<file path="config.mk">
export PLATFORM = sky130hd
export DESIGN_NAME = contact_pressure_window_filter_core
export DESIGN_NICKNAME = d
export VERILOG_FILES = /design/src/rtl/cpwf_pkg.sv /design/src/rtl/contact_pressure_window_filter_core.sv
export SDC_FILE = /design/constraint.sdc
export NUM_CORES = 2
export LEC_CHECK = 0
export BUFFER_PORTS_ARGS = -buffer_cell sky130_fd_sc_hd__buf_2
export CAP_MARGIN = 10
export CORE_UTILIZATION = 50
export CTS_BUF_LIST = sky130_fd_sc_hd__clkbuf_16
export DETAILED_ROUTE_END_ITERATION = 12
export PLACE_DENSITY = 0.67
export SYNTH_ARGS = -nofsm -noshare
export SYNTH_HDL_FRONTEND = slang
export SYNTH_SLANG_ARGS = --single-unit
</file>
<file path="constraint.sdc">
create_clock -name clk_i -period 10.2 [get_ports clk_i]
set_input_delay 1.53 -clock clk_i [delete_from_list [all_inputs] [get_ports clk_i]]
set_output_delay 1.53 -clock clk_i [all_outputs]
set_load 0.02 [all_outputs]
</file>
<file path="src/rtl/cpwf_pkg.sv">
// Shared types and fixed widths for the contact pressure window filter.
package cpwf_pkg;

  // Fixed field widths
  localparam int FORCE_W     = 24;
  localparam int PRESS_W     = 24;
  localparam int SCALE_W     = 16;
  localparam int ROOT_W      = 24;
  localparam int RAD_W       = 2 * ROOT_W;
  localparam int MUL_W       = 32;
  localparam int SCALE_FRAC  = 8;

  localparam logic [SCALE_W-1:0] SCALE_RESET = 16'd256;
  localparam logic [PRESS_W-1:0] PRESS_MAX   = {PRESS_W{1'b1}};

  // Sequencer states
  typedef enum logic [3:0] {
    ST_ACC,
    ST_CHECK,
    ST_DIV,
    ST_SQUARE,
    ST_SQ_ADD,
    ST_SQRT,
    ST_SCALE,
    ST_SAT,
    ST_PUSH,
    ST_MEAN,
    ST_OUT
  } state_e;

  // What the shared divider is working on
  typedef enum logic [1:0] {
    AX_X,
    AX_Y,
    AX_Z
  } axis_e;

endpackage

</file>
<file path="src/rtl/contact_pressure_window_filter_core.sv">
// Contact pressure window filter: report accumulation, shared divider, sqrt and history mean.
//
//  channel | dir | handshake                  | payload
//  --------+-----+----------------------------+-------------------------------------------
//  s_axis  | in  | s_axis_tvalid/s_axis_tready | tdata force x,y,z; tlast; tuser no_contact
//  m_axis  | out | m_axis_tvalid/m_axis_tready | tdata pressure; tuser in_contact,dropped
//  cfg     | in  | cfg_valid_i/cfg_ready_o     | pressure_scale (Q8.8)
//
// A contact item that does not close a report is accumulated while the input stays ready.
// A closing item runs the sequencer: check, three divide/square passes, square root,
// scale, saturate, push and mean (only check, push and mean for an empty report), then
// the result waits in the output stage. The per-axis means use a bit-serial divider (one
// quotient bit a cycle), the magnitude a digit-by-digit square root; the history mean
// is one pass of the shared multiplier by a reciprocal. The input is held off meanwhile.
// Reset clears all sums, counters and histories at once; no clearing pass.
module contact_pressure_window_filter_core
  import cpwf_pkg::*;
#(
  parameter int HISTORY_DEPTH = 5,
  parameter int MAX_CONTACTS  = 16
) (
  input  logic                 clk_i,
  input  logic                 rst_ni,
  // input stream
  input  logic                 s_axis_tvalid,
  output logic                 s_axis_tready,
  input  logic [71:0]          s_axis_tdata,  // force_x[23:0], force_y[47:24], force_z[71:48]
  input  logic                 s_axis_tlast,  // last_contact
  input  logic                 s_axis_tuser,  // no_contact
  // output stream
  output logic                 m_axis_tvalid,
  input  logic                 m_axis_tready,
  output logic [PRESS_W-1:0]   m_axis_tdata,  // pressure[23:0]
  output logic [1:0]           m_axis_tuser,  // in_contact[0], contacts_dropped[1]
  // configuration write
  input  logic                 cfg_valid_i,
  output logic                 cfg_ready_o,
  input  logic [SCALE_W-1:0]   cfg_data_i
);

  localparam int CNT_W  = $clog2(MAX_CONTACTS + 1);
  localparam int SUM_W  = FORCE_W + CNT_W;
  localparam int HD_W   = $clog2(HISTORY_DEPTH + 1);
  localparam int TOT_W  = PRESS_W + HD_W;
  localparam int DIV_W  = SUM_W;
  localparam int DVS_W  = CNT_W;
  localparam int STEP_W = $clog2(DIV_W + 1);
  localparam int PROD_W = 2 * MUL_W;

  // History mean: multiply by a rounded-up reciprocal, exact for every total below 2**TOT_W
  localparam int          MEAN_SHIFT = TOT_W + $clog2(HISTORY_DEPTH);
  localparam logic [63:0] MEAN_RECIP = ((64'd1 << MEAN_SHIFT) + 64'(HISTORY_DEPTH - 1))
                                       / 64'(HISTORY_DEPTH);

  // ---------------------------------------------------------------------------
  // Registers
  state_e                    state_q, state_d;
  axis_e                     axis_q, axis_d;
  logic [SCALE_W-1:0]        scale_q;
  logic signed [SUM_W-1:0]   sum_x_q, sum_y_q, sum_z_q;
  logic [CNT_W-1:0]          cnt_q;
  logic                      ovf_q;
  logic [STEP_W-1:0]         step_q;
  logic [DIV_W-1:0]          dvd_q;
  logic [DVS_W-1:0]          rem_q;
  logic [DVS_W-1:0]          den_q;
  logic [PROD_W-1:0]         prod_q;
  logic [RAD_W-1:0]          sq_q;
  logic [ROOT_W+1:0]         rrem_q;
  logic [ROOT_W-1:0]         root_q;
  logic [PRESS_W-1:0]        newest_q;
  logic                      touched_q;
  logic [TOT_W-1:0]          total_q;
  logic [PRESS_W-1:0]        phist_q [HISTORY_DEPTH];
  logic [HISTORY_DEPTH-1:0]  chist_q;

  // ---------------------------------------------------------------------------
  // Input field unpacking
  logic signed [FORCE_W-1:0] fx, fy, fz;
  logic                      in_fire, out_fire, closing;

  assign fx       = s_axis_tdata[FORCE_W-1:0];
  assign fy       = s_axis_tdata[2*FORCE_W-1:FORCE_W];
  assign fz       = s_axis_tdata[3*FORCE_W-1:2*FORCE_W];
  assign in_fire  = s_axis_tvalid & s_axis_tready;
  assign out_fire = m_axis_tvalid & m_axis_tready;
  assign closing  = s_axis_tuser | s_axis_tlast;

  assign cfg_ready_o = 1'b1;

  // ---------------------------------------------------------------------------
  // Divider operand selection
  logic [SUM_W-1:0] abs_x, abs_y, abs_z;
  logic             div_load;
  logic [DIV_W-1:0] div_src;
  logic [DVS_W-1:0] div_den;

  assign abs_x = sum_x_q[SUM_W-1] ? SUM_W'(-sum_x_q) : SUM_W'(sum_x_q);
  assign abs_y = sum_y_q[SUM_W-1] ? SUM_W'(-sum_y_q) : SUM_W'(sum_y_q);
  assign abs_z = sum_z_q[SUM_W-1] ? SUM_W'(-sum_z_q) : SUM_W'(sum_z_q);

  always_comb begin
    div_load = 1'b0;
    div_src  = '0;
    div_den  = DVS_W'(cnt_q);
    axis_d   = axis_q;
    case (state_q)
      ST_CHECK: begin
        div_load = 1'b1;
        axis_d   = AX_X;
        div_src  = DIV_W'(abs_x);
      end
      ST_SQ_ADD: begin
        if (axis_q == AX_X) begin
          div_load = 1'b1;
          axis_d   = AX_Y;
          div_src  = DIV_W'(abs_y);
        end else if (axis_q == AX_Y) begin
          div_load = 1'b1;
          axis_d   = AX_Z;
          div_src  = DIV_W'(abs_z);
        end
      end
      default: ;
    endcase
  end

  // ---------------------------------------------------------------------------
  // Shared restoring divider step: one quotient bit per cycle
  logic [DVS_W:0]   rem_sh;
  logic             div_ge;
  logic [DVS_W:0]   rem_sub;

  assign rem_sh  = {rem_q, dvd_q[DIV_W-1]};
  assign div_ge  = rem_sh >= {1'b0, den_q};
  assign rem_sub = rem_sh - {1'b0, den_q};

  // Square root step: two radicand bits per cycle
  logic [ROOT_W+3:0] rrem_sh;
  logic [ROOT_W+3:0] trial;
  logic              sqrt_ge;
  logic [ROOT_W+3:0] rrem_sub;

  assign rrem_sh  = {rrem_q, sq_q[RAD_W-1:RAD_W-2]};
  assign trial    = {2'b00, root_q, 2'b01};
  assign sqrt_ge  = rrem_sh >= trial;
  assign rrem_sub = rrem_sh - trial;

  // Shared multiplier operands
  logic [MUL_W-1:0]  mul_a, mul_b;
  logic [PROD_W-1:0] mul_p;

  always_comb begin
    mul_a = MUL_W'(dvd_q);
    mul_b = MUL_W'(dvd_q);
    if (state_q == ST_SCALE) begin
      mul_a = MUL_W'(root_q);
      mul_b = MUL_W'(scale_q);
    end else if (state_q == ST_MEAN) begin
      mul_a = MUL_W'(total_q);
      mul_b = MUL_W'(MEAN_RECIP);
    end
  end

  assign mul_p = mul_a * mul_b;

  // Scaled magnitude and saturation
  logic [PROD_W-SCALE_FRAC-1:0] scaled;
  logic [PRESS_W-1:0]           sat_val;

  assign scaled  = prod_q[PROD_W-1:SCALE_FRAC];
  assign sat_val = (|scaled[PROD_W-SCALE_FRAC-1:PRESS_W]) ? PRESS_MAX : scaled[PRESS_W-1:0];

  // ---------------------------------------------------------------------------
  // Next state
  always_comb begin
    state_d = state_q;
    case (state_q)
      ST_ACC:    if (in_fire && closing) state_d = ST_CHECK;
      ST_CHECK:  state_d = (cnt_q != '0) ? ST_DIV : ST_PUSH;
      ST_DIV: begin
        if (step_q == STEP_W'(DIV_W - 1)) begin
          state_d = ST_SQUARE;
        end
      end
      ST_SQUARE: state_d = ST_SQ_ADD;
      ST_SQ_ADD: state_d = (axis_q == AX_Z) ? ST_SQRT : ST_DIV;
      ST_SQRT:   if (step_q == STEP_W'(ROOT_W - 1)) state_d = ST_SCALE;
      ST_SCALE:  state_d = ST_SAT;
      ST_SAT:    state_d = ST_PUSH;
      ST_PUSH:   state_d = ST_MEAN;
      ST_MEAN:   state_d = ST_OUT;
      ST_OUT:    if (m_axis_tready) state_d = ST_ACC;
      default:   state_d = ST_ACC;
    endcase
  end

  // Handshake outputs
  always_comb begin
    s_axis_tready = 1'b0;
    m_axis_tvalid = 1'b0;
    case (state_q)
      ST_ACC:  s_axis_tready = 1'b1;
      ST_OUT:  m_axis_tvalid = 1'b1;
      default: ;
    endcase
  end

  assign m_axis_tdata = prod_q[MEAN_SHIFT +: PRESS_W];
  assign m_axis_tuser = {ovf_q, |chist_q};

  // ---------------------------------------------------------------------------
  // Control and report state
  always_ff @(posedge clk_i or negedge rst_ni) begin
    if (!rst_ni) begin
      state_q <= ST_ACC;
      axis_q  <= AX_X;
      scale_q <= SCALE_RESET;
      sum_x_q <= '0;
      sum_y_q <= '0;
      sum_z_q <= '0;
      cnt_q   <= '0;
      ovf_q   <= 1'b0;
      step_q  <= '0;
      total_q <= '0;
      chist_q <= '0;
      for (int i = 0; i < HISTORY_DEPTH; i++) begin
        phist_q[i] <= '0;
      end
    end else begin
      state_q <= state_d;
      axis_q  <= axis_d;

      if (cfg_valid_i && cfg_ready_o) begin
        scale_q <= cfg_data_i;
      end

      // accumulate contacts up to the limit
      if (in_fire && !s_axis_tuser) begin
        if (cnt_q < CNT_W'(MAX_CONTACTS)) begin
          sum_x_q <= sum_x_q + SUM_W'(fx);
          sum_y_q <= sum_y_q + SUM_W'(fy);
          sum_z_q <= sum_z_q + SUM_W'(fz);
          cnt_q   <= cnt_q + CNT_W'(1);
        end else begin
          ovf_q <= 1'b1;
        end
      end

      // step counter shared by divider and square root
      if (div_load || state_q == ST_SQ_ADD) begin
        step_q <= '0;
      end else if (state_q == ST_DIV || state_q == ST_SQRT) begin
        step_q <= step_q + STEP_W'(1);
      end

      // push the newest report into the histories, keep a running total
      if (state_q == ST_PUSH) begin
        for (int i = HISTORY_DEPTH - 1; i > 0; i--) begin
          phist_q[i] <= phist_q[i-1];
        end
        phist_q[0] <= newest_q;
        chist_q    <= HISTORY_DEPTH'({chist_q, touched_q});
        total_q    <= total_q + TOT_W'(newest_q) - TOT_W'(phist_q[HISTORY_DEPTH-1]);
      end

      // report finished: start the next one clean
      if (out_fire) begin
        sum_x_q <= '0;
        sum_y_q <= '0;
        sum_z_q <= '0;
        cnt_q   <= '0;
        ovf_q   <= 1'b0;
      end
    end
  end

  // ---------------------------------------------------------------------------
  // Arithmetic datapath (no reset needed)
  always_ff @(posedge clk_i) begin
    // divider
    if (div_load) begin
      dvd_q <= div_src;
      rem_q <= '0;
      den_q <= div_den;
    end else if (state_q == ST_DIV) begin
      dvd_q <= {dvd_q[DIV_W-2:0], div_ge};
      rem_q <= div_ge ? rem_sub[DVS_W-1:0] : rem_sh[DVS_W-1:0];
    end

    // shared multiplier, registered
    if (state_q == ST_SQUARE || state_q == ST_SCALE || state_q == ST_MEAN) begin
      prod_q <= mul_p;
    end

    // sum of squares and square root
    if (state_q == ST_CHECK) begin
      sq_q      <= '0;
      rrem_q    <= '0;
      root_q    <= '0;
      newest_q  <= '0;
      touched_q <= 1'b0;
    end else if (state_q == ST_SQ_ADD) begin
      sq_q <= sq_q + RAD_W'(prod_q);
    end else if (state_q == ST_SQRT) begin
      sq_q   <= {sq_q[RAD_W-3:0], 2'b00};
      rrem_q <= sqrt_ge ? rrem_sub[ROOT_W+1:0] : rrem_sh[ROOT_W+1:0];
      root_q <= {root_q[ROOT_W-2:0], sqrt_ge};
    end else if (state_q == ST_SAT) begin
      newest_q  <= sat_val;
      touched_q <= 1'b1;
    end
  end

  // ---------------------------------------------------------------------------
  // Assertions
  a_one_side: assert property (@(posedge clk_i) disable iff (!rst_ni)
    m_axis_tvalid |-> !s_axis_tready)
    else $error("input ready while a result is pending");

  a_cnt_limit: assert property (@(posedge clk_i) disable iff (!rst_ni)
    cnt_q <= CNT_W'(MAX_CONTACTS))
    else $error("contact count above limit");

  a_clear_after_out: assert property (@(posedge clk_i) disable iff (!rst_ni)
    out_fire |=> (cnt_q == '0) && !ovf_q && (sum_x_q == '0))
    else $error("report state not cleared after result transfer");

  a_div_steps: assert property (@(posedge clk_i) disable iff (!rst_ni)
    (state_q == ST_DIV) |-> (step_q < STEP_W'(DIV_W)))
    else $error("divider step count overrun");

endmodule
</file>
==> run_results.csv <==
group,metric,value,unit
run_status,status,"completed",
die,core,116000,µm²
timing,skew,0.0438,ns
clock_tree,clk_path_buf_depth,3,
critical_path,max_stage_delay,0.71,ns
critical_path,r2r_cells,30,
critical_path,rr_endpoint,"prod_q[56]",
critical_path,rr_startpoint,"state_q[2]",
min_path,whs_endpoint,"chist_q[0]",
critical_path,crit_path_top_delay_cell,"o22ai_2",
flow_run,cap_violations,0,
detailed_routing,vias,49356,
critical_path,cp_data_arrival_time,10.40,ns
synthesis,synth_top_cell_area_share,25.8,%
timing,whs,0.440,ns
synthesis,syn-mean-instance-area,8.53,µm²
layout,fin_util,54.8,%
timing,final-max-slew-violation-count,0,
layout,nets,8238,
placed_design,place_ws,-0.0654,ns
synthesis,netlist_instances,6874,
critical_path,critPathMaxFanout,16,
die,fp.dieW,344,µm
critical_path,crit_path_end_kind,"flip-flop",
critical_path,cp_common_cell,"fa_1",
placed_design,io_buffers,122,
synthesis,synth_seq_area_share,20.9,%
clock_tree,tritoncts,"built",
min_path,holdCritStartpoint,"touched_q",
global_routing,grt_pass1_vias,49423,
synthesis,ys.flop_type,"dfrtp_1",
synthesis,synthTopCellsByCount,"1032 x nand2_1, 1015 x inv_1, 755 x fa_1",
global_routing,antenna_found_initial,6,
timing,tightestPinTransition,1.17,ns
min_path,min_path_type,"reg2reg",
detailed_routing,firstDrtPassIters,6,
detailed_routing,drt_iter0_drc,4013,
detailed_routing,via_per_inst,5.80,
critical_path,cp.required,10.63,ns
timing,min_period,9.96,ns
min_path,min_path_cells,2,
detailed_routing,ant_nets,0,
die,fp.dieH,344,µm
placed_design,hpwl,166,mm
synthesis,synthArstFlopShare,54.8,%
timing,finalHoldViolCount,0,
die,ios,124,
clock_tree,htreeDepth,2,
clock_tree,cts_root_buffer,"clkbuf_16",
critical_path,crit_type,"reg2reg",
timing,setup_violations,0,
synthesis,synthTopCellsByArea,"fa_1 26%, dfrtp_1 12%, ha_1 9.7%, nand2_1 6.6%, inv_1 6.5%",
timing,relSlewSlack,21.6,%
synthesis,synthDistinctLibCells,86,
die,initial_core_util,50.4,%
timing,fmax,100,MHz
global_routing,grt_overflow,0,
critical_path,r2r_slack,0.24,ns
synthesis,synth-edff-count,96,
detailed_routing,route.detailed.drc,0,
layout,fillers,10830,
synthesis,synthesis.area,58600,µm²
timing,rsz0062_at_grt,"no",
synthesis,syn-num-nets,8180,
clock_tree,cts_buffers,58,
synthesis,synth_top_cell_by_area,"fa_1",
synthesis,synth_warnings,0,
die,die_area,119000,µm²
clock_tree,hold_buffers,0,
clock_tree,clkLatencyLatePin,0.70,ns
synthesis,ys_seq_elements,496,
synthesis,post-synth-top-count-cell,"nand2_1",
placed_design,routabilityCongestion,1.04,
layout,area_growth,8.64,%
global_routing,grt_pass1_wl,308,mm
die,rows,125,
detailed_routing,wl,206,mm
clock_tree,clkTransAtPathRegs,0.06,ns
layout,layout-drive-gt1-share,7.30,%
timing,post-route-period-util,97.7,%
clock_tree,cts_sinks,496,
detailed_routing,post_drt_wl_per_cell,24.2,µm
critical_path,cp-start-kind,"flip-flop",
global_routing,grtUsageTotal,35.1,%
global_routing,grt_max_degree,115,
timing,layout_setup_ws,0.236,ns
[worst max-delay path: cells and delay by family, from the launching register on]
family / cells / cell delay, ns
compound gates: 9 / 2.43
xor+xnor: 1 / 0.14
fa+ha+maj: 9 / 4.42
flops: 1 / 0.48
simple gates: 4 / 1.17
buf+inv: 7 / 1.04
[layout make-up]
cell class | instances | area (µm²) | share of cell area (%)
antenna | 2 | 5.00 | 0.00786
clock buffer | 58 | 1450 | 2.28
clock inverter | 52 | 599 | 0.941
inverter | 1018 | 3820 | 6.00
multi-input combinational | 5027 | 41300 | 64.9
sequential | 496 | 12300 | 19.3
tap | 1524 | 1910 | 3.00
timing repair buffer | 331 | 2290 | 3.60
[flip-flops by register name, indices dropped and copies added, names as in the netlist]
register and cells:
axis_q 2, chist_q 5, cnt_q 5, den_q 5
dvd_q 29, newest_q 24, ovf_q 1, phist_q 120
prod_q 62, rem_q 5, root_q 24, rrem_q 26
scale_q 16, sq_q 48, state_q 4, step_q 5
sum_x_q 29, sum_y_q 29, sum_z_q 29, total_q 27
touched_q 1
[worst max path at each step]
stage	start	end	slack, ns	depth (start not counted)
2_1_floorplan	state_q[2]	prod_q[56]	1.0	34
3_3_place_gp	state_q[2]	prod_q[56]	0.04	32
3_5_place_dp	state_q[2]	prod_q[50]	-0.07	30
4_1_cts	state_q[2]	prod_q[56]	0.08	33
5_1_grt	state_q[0]	prod_q[56]	0.0005	32
6_report	state_q[2]	prod_q[56]	0.24	30
[metal layers]
layer	up-vias	track usage, %	share of wire [%]
li1	22415	-	-
met1	24391	43.6	39
met2	2021	56.6	46
met3	523	7.45	8.6
met4	6	20.2	7.0
met5	-	0	0.020
[stage by stage]
step | area (µm²) | TNS (ns) | std cells
floorplan | 58600 | 0 | 6874
global placement | 61500 | 0 | 8396
detailed placement | 61500 | -0.204 | 8396
CTS | 63600 | 0 | 8506
finish | 63700 | 0 | 8508
global route | 63700 | 0 | 8506
[cells by family (layout without fill, tap and decap cells)]
family                     after synthesis  after routing  share of synthesized area (%)
and+or+nand+nor                       2171           2171                           15.7
adders and majority gates             1211           1211                           35.5
xor gates and xnor gates               290            290                           4.33
muxes                                   46             46                          0.820
buffers and inverters                 1351           1459                           8.83
DFF                                    496            496                           20.9
other                                    1              3                        0.00640
AOI/OAI and AO/OA                     1308           1308                           13.9
[layout by cell type (no fill, tap or decap), types with 58 or more instances in the layout]
cell and instances:
o21ai_0 338, clkbuf_16 58, buf_2 121, a21o_1 121, edfxtp_1 96, a22oi_1 74, inv_1 1022, dfxtp_1 128
buf_4 200, xor2_1 121, nand3_1 127, dfrtp_1 269, nand2_1 1025, fa_1 755, ha_1 456, nor2_1 666
a21oi_1 342, xnor2_1 169
[timing repair]
action,in CTS,in global routing
setup endpoints to repair,6,17
buffers inserted,0,0
gates resized for setup,1,17
Power is not shown: default switching activity piles up to over one toggle a cycle in this logic, so the estimate is an artifact.
